File: src/hw/rtl/fir_linear_convolution_core_macros.svh
// Assertion macros shared by the queue and back-end RTL files of the convolution core.
`ifndef FIR_LINEAR_CONVOLUTION_CORE_MACROS_SVH
`define FIR_LINEAR_CONVOLUTION_CORE_MACROS_SVH

`ifndef ASSERT_OFF

`define FLC_ASSERT_IMP(lbl, clk, rstn, ante, cons) \
  lbl: assert property (@(posedge clk) disable iff (!rstn) (ante) |-> (cons)) \
    else $error("%m: check failed");

`define FLC_ASSERT_NXT(lbl, clk, rstn, ante, cons) \
  lbl: assert property (@(posedge clk) disable iff (!rstn) (ante) |=> (cons)) \
    else $error("%m: check failed");

`else

`define FLC_ASSERT_IMP(lbl, clk, rstn, ante, cons)

`define FLC_ASSERT_NXT(lbl, clk, rstn, ante, cons)

`endif

`endif

File: src/hw/rtl/flc_pkg.sv
`default_nettype none

package flc_pkg;

  localparam int unsigned TapsDefault   = 16;
  localparam int unsigned MaxOut        = 16;
  localparam int unsigned QDepthDefault = 2;

  localparam int unsigned IdxW     = 4;
  localparam int unsigned SampleW  = 16;
  localparam int unsigned ProdW    = 2 * SampleW;
  localparam int unsigned OutW     = 37;
  localparam int unsigned LenW     = 5;
  localparam int unsigned InDataW  = 24;
  localparam int unsigned OutDataW = 40;

  typedef enum logic {
    CMD_LOAD   = 1'b0,
    CMD_SAMPLE = 1'b1
  } cmd_kind_e;

  typedef struct packed {
    cmd_kind_e                  kind;
    logic [IdxW-1:0]            idx;
    logic signed [SampleW-1:0]  value;
    logic                       last;
  } cmd_t;

  typedef enum logic [1:0] {
    ST_IDLE = 2'd0,
    ST_MAC  = 2'd1,
    ST_ACC  = 2'd2,
    ST_OUT  = 2'd3
  } back_st_e;

endpackage

`default_nettype wire

File: src/hw/rtl/flc_front.sv
`default_nettype none

module flc_front import flc_pkg::*; #(
  parameter int unsigned MaxLen = TapsDefault
) (
  input  wire logic               clk_i,
  input  wire logic               rst_ni,
  input  wire logic               s_axis_tvalid_i,
  output logic                    s_axis_tready_o,
  // Bits [3:0] tap_index, [19:4] sample_in, [23:20] zero.
  input  wire logic [InDataW-1:0] s_axis_tdata_i,
  // Bit [0] func.
  input  wire logic               s_axis_tuser_i,
  input  wire logic               s_axis_tlast_i,
  output logic                    push_o,
  output cmd_t                    cmd_o,
  input  wire logic               full_i
);

  logic accept;
  logic keep;
  cmd_t dec_cmd;
  logic valid_q, valid_d;
  cmd_t cmd_q;

  always_comb begin
    dec_cmd.kind  = s_axis_tuser_i ? CMD_SAMPLE : CMD_LOAD;
    dec_cmd.idx   = s_axis_tdata_i[IdxW-1:0];
    dec_cmd.value = s_axis_tdata_i[IdxW +: SampleW];
    dec_cmd.last  = s_axis_tlast_i;
  end

  // A load aimed past the coefficient store is dropped here.
  assign keep = (dec_cmd.kind == CMD_SAMPLE) ||
                ({1'b0, dec_cmd.idx} < LenW'(MaxLen));

  assign push_o          = valid_q && !full_i;
  assign s_axis_tready_o = !valid_q || !full_i;
  assign accept          = s_axis_tvalid_i && s_axis_tready_o;
  assign valid_d         = (accept && keep) || (valid_q && !push_o);
  assign cmd_o           = cmd_q;

  always_ff @(posedge clk_i or negedge rst_ni) begin
    if (!rst_ni) begin
      valid_q <= 1'b0;
    end else begin
      valid_q <= valid_d;
    end
  end

  always_ff @(posedge clk_i) begin
    if (accept) begin
      cmd_q <= dec_cmd;
    end
  end

endmodule

`default_nettype wire

File: src/hw/rtl/flc_queue.sv
`default_nettype none

`include "fir_linear_convolution_core_macros.svh"

module flc_queue import flc_pkg::*; #(
  parameter int unsigned Depth = QDepthDefault
) (
  input  wire logic clk_i,
  input  wire logic rst_ni,
  input  wire logic push_i,
  input  wire cmd_t push_cmd_i,
  output logic      full_o,
  input  wire logic pop_i,
  output cmd_t      head_o,
  output logic      empty_o
);

  localparam int unsigned PtrW = (Depth > 1) ? $clog2(Depth) : 1;
  localparam int unsigned CntW = $clog2(Depth + 1);

  cmd_t            mem_q [Depth];
  logic [PtrW-1:0] wr_ptr_q, wr_ptr_d;
  logic [PtrW-1:0] rd_ptr_q, rd_ptr_d;
  logic [CntW-1:0] count_q, count_d;

  assign full_o  = (count_q == CntW'(Depth));
  assign empty_o = (count_q == '0);
  assign head_o  = mem_q[rd_ptr_q];

  always_comb begin
    wr_ptr_d = wr_ptr_q;
    rd_ptr_d = rd_ptr_q;
    count_d  = count_q;
    if (push_i) begin
      wr_ptr_d = (wr_ptr_q == PtrW'(Depth - 1)) ? '0 : wr_ptr_q + PtrW'(1);
    end
    if (pop_i) begin
      rd_ptr_d = (rd_ptr_q == PtrW'(Depth - 1)) ? '0 : rd_ptr_q + PtrW'(1);
    end
    if (push_i && !pop_i) begin
      count_d = count_q + CntW'(1);
    end else if (pop_i && !push_i) begin
      count_d = count_q - CntW'(1);
    end
  end

  always_ff @(posedge clk_i or negedge rst_ni) begin
    if (!rst_ni) begin
      wr_ptr_q <= '0;
      rd_ptr_q <= '0;
      count_q  <= '0;
    end else begin
      wr_ptr_q <= wr_ptr_d;
      rd_ptr_q <= rd_ptr_d;
      count_q  <= count_d;
    end
  end

  always_ff @(posedge clk_i) begin
    if (push_i) begin
      mem_q[wr_ptr_q] <= push_cmd_i;
    end
  end

  `FLC_ASSERT_IMP(a_no_push_when_full, clk_i, rst_ni, full_o, !push_i)
  `FLC_ASSERT_IMP(a_no_pop_when_empty, clk_i, rst_ni, empty_o, !pop_i)
  `FLC_ASSERT_NXT(a_count_tracks_push, clk_i, rst_ni, push_i && !pop_i,
                  count_q == $past(count_q) + CntW'(1))

endmodule

`default_nettype wire

File: src/hw/rtl/flc_back.sv
`default_nettype none

`include "fir_linear_convolution_core_macros.svh"

module flc_back import flc_pkg::*; #(
  parameter int unsigned MaxLen = TapsDefault
) (
  input  wire logic                clk_i,
  input  wire logic                rst_ni,
  input  wire logic [LenW-1:0]     len_i,
  input  wire cmd_t                head_i,
  input  wire logic                empty_i,
  output logic                     pop_o,
  output logic                     m_axis_tvalid_o,
  input  wire logic                m_axis_tready_i,
  // Bits [36:0] out_sample, [39:37] zero.
  output logic [OutDataW-1:0]      m_axis_tdata_o,
  output logic                     m_axis_tlast_o
);

  localparam int unsigned KW      = (MaxLen > 1) ? $clog2(MaxLen) : 1;
  localparam int unsigned DlDepth = (MaxLen > 1) ? MaxLen - 1 : 1;
  localparam int unsigned DlW     = (DlDepth > 1) ? $clog2(DlDepth) : 1;

  back_st_e st_q, st_d;

  logic signed [SampleW-1:0] coef_q [MaxLen];
  logic signed [SampleW-1:0] dl_q [DlDepth];
  logic signed [SampleW-1:0] dl_d [DlDepth];

  logic [KW-1:0]             k_q, k_d;
  logic [KW-1:0]             tail_q, tail_d;
  logic                      last_q, last_d;
  logic signed [SampleW-1:0] x_q, x_d;
  logic signed [ProdW-1:0]   prod_q, prod_d;
  logic signed [OutW-1:0]    acc_q, acc_d;
  logic                      out_valid_q, out_valid_d;
  logic [OutW-1:0]           out_data_q, out_data_d;
  logic                      out_last_q, out_last_d;

  logic                      out_free;
  logic                      mac_done;
  logic                      start;
  logic                      coef_we;
  logic signed [SampleW-1:0] coef_rd;
  logic signed [SampleW-1:0] opnd;
  logic [DlW-1:0]            dl_idx;

  assign out_free = !out_valid_q || m_axis_tready_i;
  assign mac_done = (LenW'(k_q) == len_i - LenW'(1));
  assign pop_o    = (st_q == ST_IDLE) && !empty_i;
  assign start    = pop_o && (head_i.kind == CMD_SAMPLE);
  assign coef_we  = pop_o && (head_i.kind == CMD_LOAD);
  assign dl_idx   = DlW'(k_q - KW'(1));
  assign coef_rd  = coef_q[k_q];
  assign opnd     = (k_q == '0) ? x_q : dl_q[dl_idx];

  always_comb begin
    st_d = st_q;
    case (st_q)
      ST_IDLE: begin
        if (start) begin
          st_d = ST_MAC;
        end
      end
      ST_MAC: begin
        if (mac_done) begin
          st_d = ST_ACC;
        end
      end
      ST_ACC: begin
        st_d = ST_OUT;
      end
      ST_OUT: begin
        if (out_free) begin
          st_d = (last_q && (tail_q != '0)) ? ST_MAC : ST_IDLE;
        end
      end
      default: begin
        st_d = ST_IDLE;
      end
    endcase
  end

  always_comb begin
    k_d         = k_q;
    tail_d      = tail_q;
    last_d      = last_q;
    x_d         = x_q;
    prod_d      = prod_q;
    acc_d       = acc_q;
    out_data_d  = out_data_q;
    out_last_d  = out_last_q;
    out_valid_d = m_axis_tready_i ? 1'b0 : out_valid_q;
    dl_d        = dl_q;
    case (st_q)
      ST_IDLE: begin
        if (start) begin
          x_d    = head_i.value;
          last_d = head_i.last;
          tail_d = head_i.last ? KW'(len_i - LenW'(1)) : '0;
          k_d    = '0;
          acc_d  = '0;
          prod_d = '0;
        end
      end
      ST_MAC: begin
        prod_d = coef_rd * opnd;
        acc_d  = acc_q + OutW'(prod_q);
        k_d    = k_q + KW'(1);
      end
      ST_ACC: begin
        acc_d = acc_q + OutW'(prod_q);
      end
      ST_OUT: begin
        if (out_free) begin
          out_valid_d = 1'b1;
          out_data_d  = acc_q;
          out_last_d  = last_q && (tail_q == '0);
          if (last_q && (tail_q == '0)) begin
            for (int i = 0; i < DlDepth; i++) begin
              dl_d[i] = '0;
            end
          end else begin
            dl_d[0] = x_q;
            for (int i = 1; i < DlDepth; i++) begin
              dl_d[i] = dl_q[i-1];
            end
          end
          if (last_q && (tail_q != '0)) begin
            x_d    = '0;
            tail_d = tail_q - KW'(1);
            k_d    = '0;
            acc_d  = '0;
            prod_d = '0;
          end
        end
      end
      default: begin
        out_valid_d = out_valid_q;
      end
    endcase
  end

  always_ff @(posedge clk_i or negedge rst_ni) begin
    if (!rst_ni) begin
      st_q        <= ST_IDLE;
      tail_q      <= '0;
      last_q      <= 1'b0;
      out_valid_q <= 1'b0;
      for (int i = 0; i < DlDepth; i++) begin
        dl_q[i] <= '0;
      end
    end else begin
      st_q        <= st_d;
      tail_q      <= tail_d;
      last_q      <= last_d;
      out_valid_q <= out_valid_d;
      dl_q        <= dl_d;
    end
  end

  always_ff @(posedge clk_i) begin
    k_q        <= k_d;
    x_q        <= x_d;
    prod_q     <= prod_d;
    acc_q      <= acc_d;
    out_data_q <= out_data_d;
    out_last_q <= out_last_d;
  end

  always_ff @(posedge clk_i) begin
    if (coef_we) begin
      coef_q[KW'(head_i.idx)] <= head_i.value;
    end
  end

  assign m_axis_tvalid_o = out_valid_q;
  assign m_axis_tdata_o  = OutDataW'(out_data_q);
  assign m_axis_tlast_o  = out_last_q;

  `FLC_ASSERT_IMP(a_tap_in_range, clk_i, rst_ni, st_q == ST_MAC, LenW'(k_q) < len_i)
  `FLC_ASSERT_IMP(a_tail_only_on_last, clk_i, rst_ni, tail_q != '0, last_q)
  `FLC_ASSERT_NXT(a_out_from_out_state, clk_i, rst_ni,
                  !out_valid_q && (st_q != ST_OUT), !out_valid_q)

endmodule

`default_nettype wire

File: src/hw/rtl/fir_linear_convolution_core.sv
// Each sample beat gives one output, computed by the back end on its single shared
// multiply-accumulate; the back end takes no new beat from the queue until it has
// issued that output. A final sample adds kernel_len - 1 tail outputs.
// A coefficient load is taken by the back end while it is idle.
// Reset clears the delay line and sets kernel_len to 1; coefficients are undefined
// until loaded.
`default_nettype none

module fir_linear_convolution_core import flc_pkg::*; #(
  parameter int unsigned Taps       = TapsDefault,
  parameter int unsigned QueueDepth = QDepthDefault
) (
  input  wire logic                clk_i,
  input  wire logic                rst_ni,
  input  wire logic                cfg_we_i,
  input  wire logic [LenW-1:0]     cfg_wdata_i,
  input  wire logic                s_axis_tvalid_i,
  output logic                     s_axis_tready_o,
  // Bits [3:0] tap_index, [19:4] sample_in, [23:20] zero.
  input  wire logic [InDataW-1:0]  s_axis_tdata_i,
  // Bit [0] func.
  input  wire logic                s_axis_tuser_i,
  input  wire logic                s_axis_tlast_i,
  output logic                     m_axis_tvalid_o,
  input  wire logic                m_axis_tready_i,
  // Bits [36:0] out_sample, [39:37] zero.
  output logic [OutDataW-1:0]      m_axis_tdata_o,
  output logic                     m_axis_tlast_o
);

  localparam int unsigned MaxLen = (Taps < MaxOut) ? Taps : MaxOut;

  logic [LenW-1:0] klen_q;
  logic [LenW-1:0] eff_len;
  logic            push;
  cmd_t            push_cmd;
  logic            full;
  logic            pop;
  cmd_t            head;
  logic            empty;

  always_ff @(posedge clk_i or negedge rst_ni) begin
    if (!rst_ni) begin
      klen_q <= LenW'(1);
    end else if (cfg_we_i) begin
      klen_q <= cfg_wdata_i;
    end
  end

  always_comb begin
    if (klen_q == '0) begin
      eff_len = LenW'(1);
    end else if (klen_q > LenW'(MaxLen)) begin
      eff_len = LenW'(MaxLen);
    end else begin
      eff_len = klen_q;
    end
  end

  flc_front #(
    .MaxLen (MaxLen)
  ) u_front (
    .clk_i           (clk_i),
    .rst_ni          (rst_ni),
    .s_axis_tvalid_i (s_axis_tvalid_i),
    .s_axis_tready_o (s_axis_tready_o),
    .s_axis_tdata_i  (s_axis_tdata_i),
    .s_axis_tuser_i  (s_axis_tuser_i),
    .s_axis_tlast_i  (s_axis_tlast_i),
    .push_o          (push),
    .cmd_o           (push_cmd),
    .full_i          (full)
  );

  flc_queue #(
    .Depth (QueueDepth)
  ) u_queue (
    .clk_i      (clk_i),
    .rst_ni     (rst_ni),
    .push_i     (push),
    .push_cmd_i (push_cmd),
    .full_o     (full),
    .pop_i      (pop),
    .head_o     (head),
    .empty_o    (empty)
  );

  flc_back #(
    .MaxLen (MaxLen)
  ) u_back (
    .clk_i           (clk_i),
    .rst_ni          (rst_ni),
    .len_i           (eff_len),
    .head_i          (head),
    .empty_i         (empty),
    .pop_o           (pop),
    .m_axis_tvalid_o (m_axis_tvalid_o),
    .m_axis_tready_i (m_axis_tready_i),
    .m_axis_tdata_o  (m_axis_tdata_o),
    .m_axis_tlast_o  (m_axis_tlast_o)
  );

endmodule

`default_nettype wire
File: config.mk
export PLATFORM = sky130hd
export DESIGN_NAME = fir_linear_convolution_core
export DESIGN_NICKNAME = d
export VERILOG_FILES = /design/src/hw/rtl/flc_pkg.sv /design/src/hw/rtl/flc_front.sv /design/src/hw/rtl/flc_queue.sv /design/src/hw/rtl/flc_back.sv /design/src/hw/rtl/fir_linear_convolution_core.sv
export VERILOG_INCLUDE_DIRS = /design/src /design/src/hw/rtl
export SDC_FILE = /design/constraint.sdc
export NUM_CORES = 2
export LEC_CHECK = 0
export ABC_AREA = 1
export BUFFER_PORTS_ARGS = -buffer_cell sky130_fd_sc_hd__buf_2
export CAP_MARGIN = 30
export CORE_AREA = 4 4 315 317
export CTS_BUF_LIST = sky130_fd_sc_hd__clkbuf_8 sky130_fd_sc_hd__clkbuf_16
export DETAILED_ROUTE_END_ITERATION = 16
export DIE_AREA = 0 0 319 321
export PLACE_DENSITY = 0.64
export SETUP_SLACK_MARGIN = 0.1
export SYNTH_ARGS = -nofsm -noshare
export SYNTH_HDL_FRONTEND = slang
export SYNTH_HIERARCHICAL = 1
export SYNTH_SLANG_ARGS = --single-unit
File: constraint.sdc
create_clock -name clk_i -period 9.25 [get_ports clk_i]
set_input_delay 0.4625 -clock clk_i [delete_from_list [all_inputs] [get_ports clk_i]]
set_output_delay 0.4625 -clock clk_i [all_outputs]
set_load 0.05 [all_outputs]
==> results.json <==
{
  "end_kind": "flop",
  "grt_max_degree": 209,
  "syn_avg_cell_area_sq_um": 9.171,
  "fillers": 8982,
  "die_y_um": 321,
  "die-area_sq_um": 102400,
  "max_slew.worst_pin.slew_ps": 1022,
  "worst_path_dominant_cell_family": "adder cells",
  "r2r_cells": 30,
  "cts_sinks": 711,
  "worstHoldEndpoint": "klen_q[4]$_DFFE_PN0P_",
  "cap_violations": 0,
  "timing.fmax_mhz": 122.2,
  "ys_seq_area_share_pct": 46.37,
  "cts_setup_buffers": 0,
  "timing.rr.end": "u_back/prod_q[24]$_SDFFCE_PN0P_",
  "path_class": "reg2reg",
  "cp_slowest_cell": "fa_1",
  "netlist.area_leader.share_pct": 31.23,
  "skew_ps": 21.81,
  "vias": 32100,
  "grt_pass1_vias": 31610,
  "min_from": "cfg_wdata_i[4]",
  "cts_buffer_depth": 3,
  "synth_cell_types": 51,
  "crit_buf_inv": 7,
  "ys_seq_elements": 711,
  "arrival_ps": 8580,
  "syn_area_sq_um": 43180,
  "syn_inst": 4708,
  "coreArea_sq_um": 96280,
  "clk_pin_slew_ps": 60,
  "synth_ff_type": "edfxtp_1",
  "timing.rr.start": "u_back/k_q[1]$_DFFE_PP_",
  "drive_gt1_share_pct": 6.685,
  "r2r_slack_ps": 1070,
  "setup_viol": 0,
  "die-width_um": 319,
  "area_growth_pct": 10.04,
  "grt_pass1_wl_mm": 173.4,
  "grt_overflow": 0,
  "layout.nets": 5150,
  "top_level_ports": 79,
  "dpl.hpwl_mm": 72.78,
  "relSlewSlack_pct": 31.88,
  "fin_tns_setup_ps": 0,
  "numCtsBuffers": 79,
  "setup_slack_ps": 1067,
  "final_hold_viol_count": 0,
  "cp.required_ps": 9650,
  "period_share_pct": 88.46,
  "rsz0062_at_grt": "false",
  "routed_via_density": 5.293,
  "portBuffers": 71,
  "worst-path-max-fanout": 52,
  "first_pass_iters": 6,
  "post_cts_resized": 0,
  "synth_edf_count": 449,
  "synth_common_cells": "774 x nand2_1, 771 x inv_1, 580 x nand3_1",
  "cts.htree.levels": 3,
  "rows": 114,
  "remaining_drc_errors": 0,
  "hp-class": "in2reg",
  "grt_usage_pct": 21.00,
  "startpoint_type": "flop",
  "ant_nets": 0,
  "status": "complete, no violations",
  "drtIter0Drc": 2912,
  "antenna_found_initial": 0,
  "drv_slew": 0,
  "synth_area_leaders": "edfxtp_1 31%, dfrtp_1 15%, fa_1 12%",
  "place.gp.congestion": 0.9299,
  "max_stage_delay_ps": 750,
  "synth_top_area_cell": "edfxtp_1",
  "holdPathStages": 3,
  "initial_core_util_pct": 44.85,
  "clockRootBuffer": "clkbuf_16",
  "place_ws_ps": 1125,
  "tritoncts": "yes",
  "synthArstFlopShare_pct": 36.29,
  "avgRoutedWirePerCell_um": 17.64,
  "clock_latency_ps": 650,
  "synth_warnings": 6,
  "wirelength_mm": 107.0,
  "finalCriticalPeriod_ps": 8183,
  "yosysMostFrequentCell": "nand2_1"
}
-- worst min-delay path: stages --
cell and delay [ps]:
buf_2 80, nand2_1 60, o21ai_2 50
-- how the worst max path moves through the flow --
stage | slack [ps] | endpoint | cells past startpoint | start
floorplan | 2060 | u_back/prod_q[24]$_SDFFCE_PN0P_ | 36 | u_back/k_q[0]$_DFFE_PP_
global placement | 1140 | u_back/prod_q[24]$_SDFFCE_PN0P_ | 30 | u_back/k_q[1]$_DFFE_PP_
detailed placement | 1120 | u_back/prod_q[24]$_SDFFCE_PN0P_ | 30 | u_back/k_q[1]$_DFFE_PP_
CTS | 1090 | u_back/prod_q[24]$_SDFFCE_PN0P_ | 30 | u_back/k_q[1]$_DFFE_PP_
global route | 530 | u_back/prod_q[31]$_SDFFCE_PN0P_ | 32 | u_back/k_q[1]$_DFFE_PP_
finish | 1070 | u_back/prod_q[24]$_SDFFCE_PN0P_ | 30 | u_back/k_q[1]$_DFFE_PP_
-- logic make-up after synthesis --
group | share of synthesized area, %
other | 0.008685
XOR/XNOR | 0.5477
AND/OR/NAND/NOR | 17.34
AO/OA/AOI/OAI | 9.922
flip-flops | 46.37
multiplexers | 0.5738
adder cells (fa/ha/maj) | 15.92
buffers and inverters | 9.322
-- area by class of cell --
class / count / area [sq um] / share of cell area, %
Multi-Input combinational cell: 2988 / 19190 / 40.39
Tap cell: 1276 / 1597 / 3.360
Timing Repair Buffer: 155 / 1226 / 2.581
Sequential cell: 711 / 20030 / 42.15
Antenna cell: 1 / 2.502 / 0.005267
Clock inverter: 55 / 370.4 / 0.7795
Inverter: 788 / 2963 / 6.236
Clock buffer: 90 / 2140 / 4.503
-- timing repair --
item                                   4_1_cts  5_1_grt
setup endpoints to repair                    0        0
endpoints found under the hold margin      143        0
hold buffers                                25        0
-- cells in the final DEF, fill, tap and decap left out, types with 7 or more instances in the layout --
master	instances
clkinv_2	11
mux2_2	22
ha_1	127
clkbuf_16	81
buf_2	70
a21oi_1	290
edfxtp_1	449
o211ai_1	37
nand4_1	17
xnor2_1	10
nor3_1	16
clkinv_1	13
nand3_1	579
o21bai_1	11
nand2_1	774
nand3_2	17
o21ai_0	452
buf_4	46
buf_12	7
inv_2	9
clkbuf_8	10
xor2_1	12
dfrtp_1	257
dlygate4sd3_1	25
nor2_1	299
inv_1	797
o21a_1	7
fa_1	264
-- sequential cells by signal, summed over array words and instances (netlist names), 16 cells and up, named ones only --
name               count
u_back/coef_q        256
u_back/dl_q          240
u_queue/mem_q         44
u_back/acc_q          37
u_back/out_data_q     37
u_back/prod_q         32
u_front/cmd_o         22
u_back/x_q            16
-- metrics by stage --
step | instances | hold WS [ps] | instance area [sq um] | utilization [%]
2_1_floorplan | 4710 | 166.9 | 43190 | -
3_3_place_gp | 5887 | 423.5 | 44630 | 46.35
3_5_place_dp | 5892 | 435.6 | 44730 | 46.45
4_1_cts | 6062 | 4.492 | 47490 | 49.32
5_1_grt | 6063 | 34.01 | 47510 | 49.35
6_report | 6064 | 46.39 | 47510 | 49.35
-- per-layer routing --
layer  GRT usage [%]  part of all wire, %  routed length [um]
met1           28.72                   44               46860
met4           6.256                  2.8                3024
met3           3.593                  6.0                6404
met2           34.63                   47               50700
met5               0                    0                   0
Power is left out: the tool's default activity adds up to more than one toggle a clock period on the data nets, which glitch-free logic cannot reach.
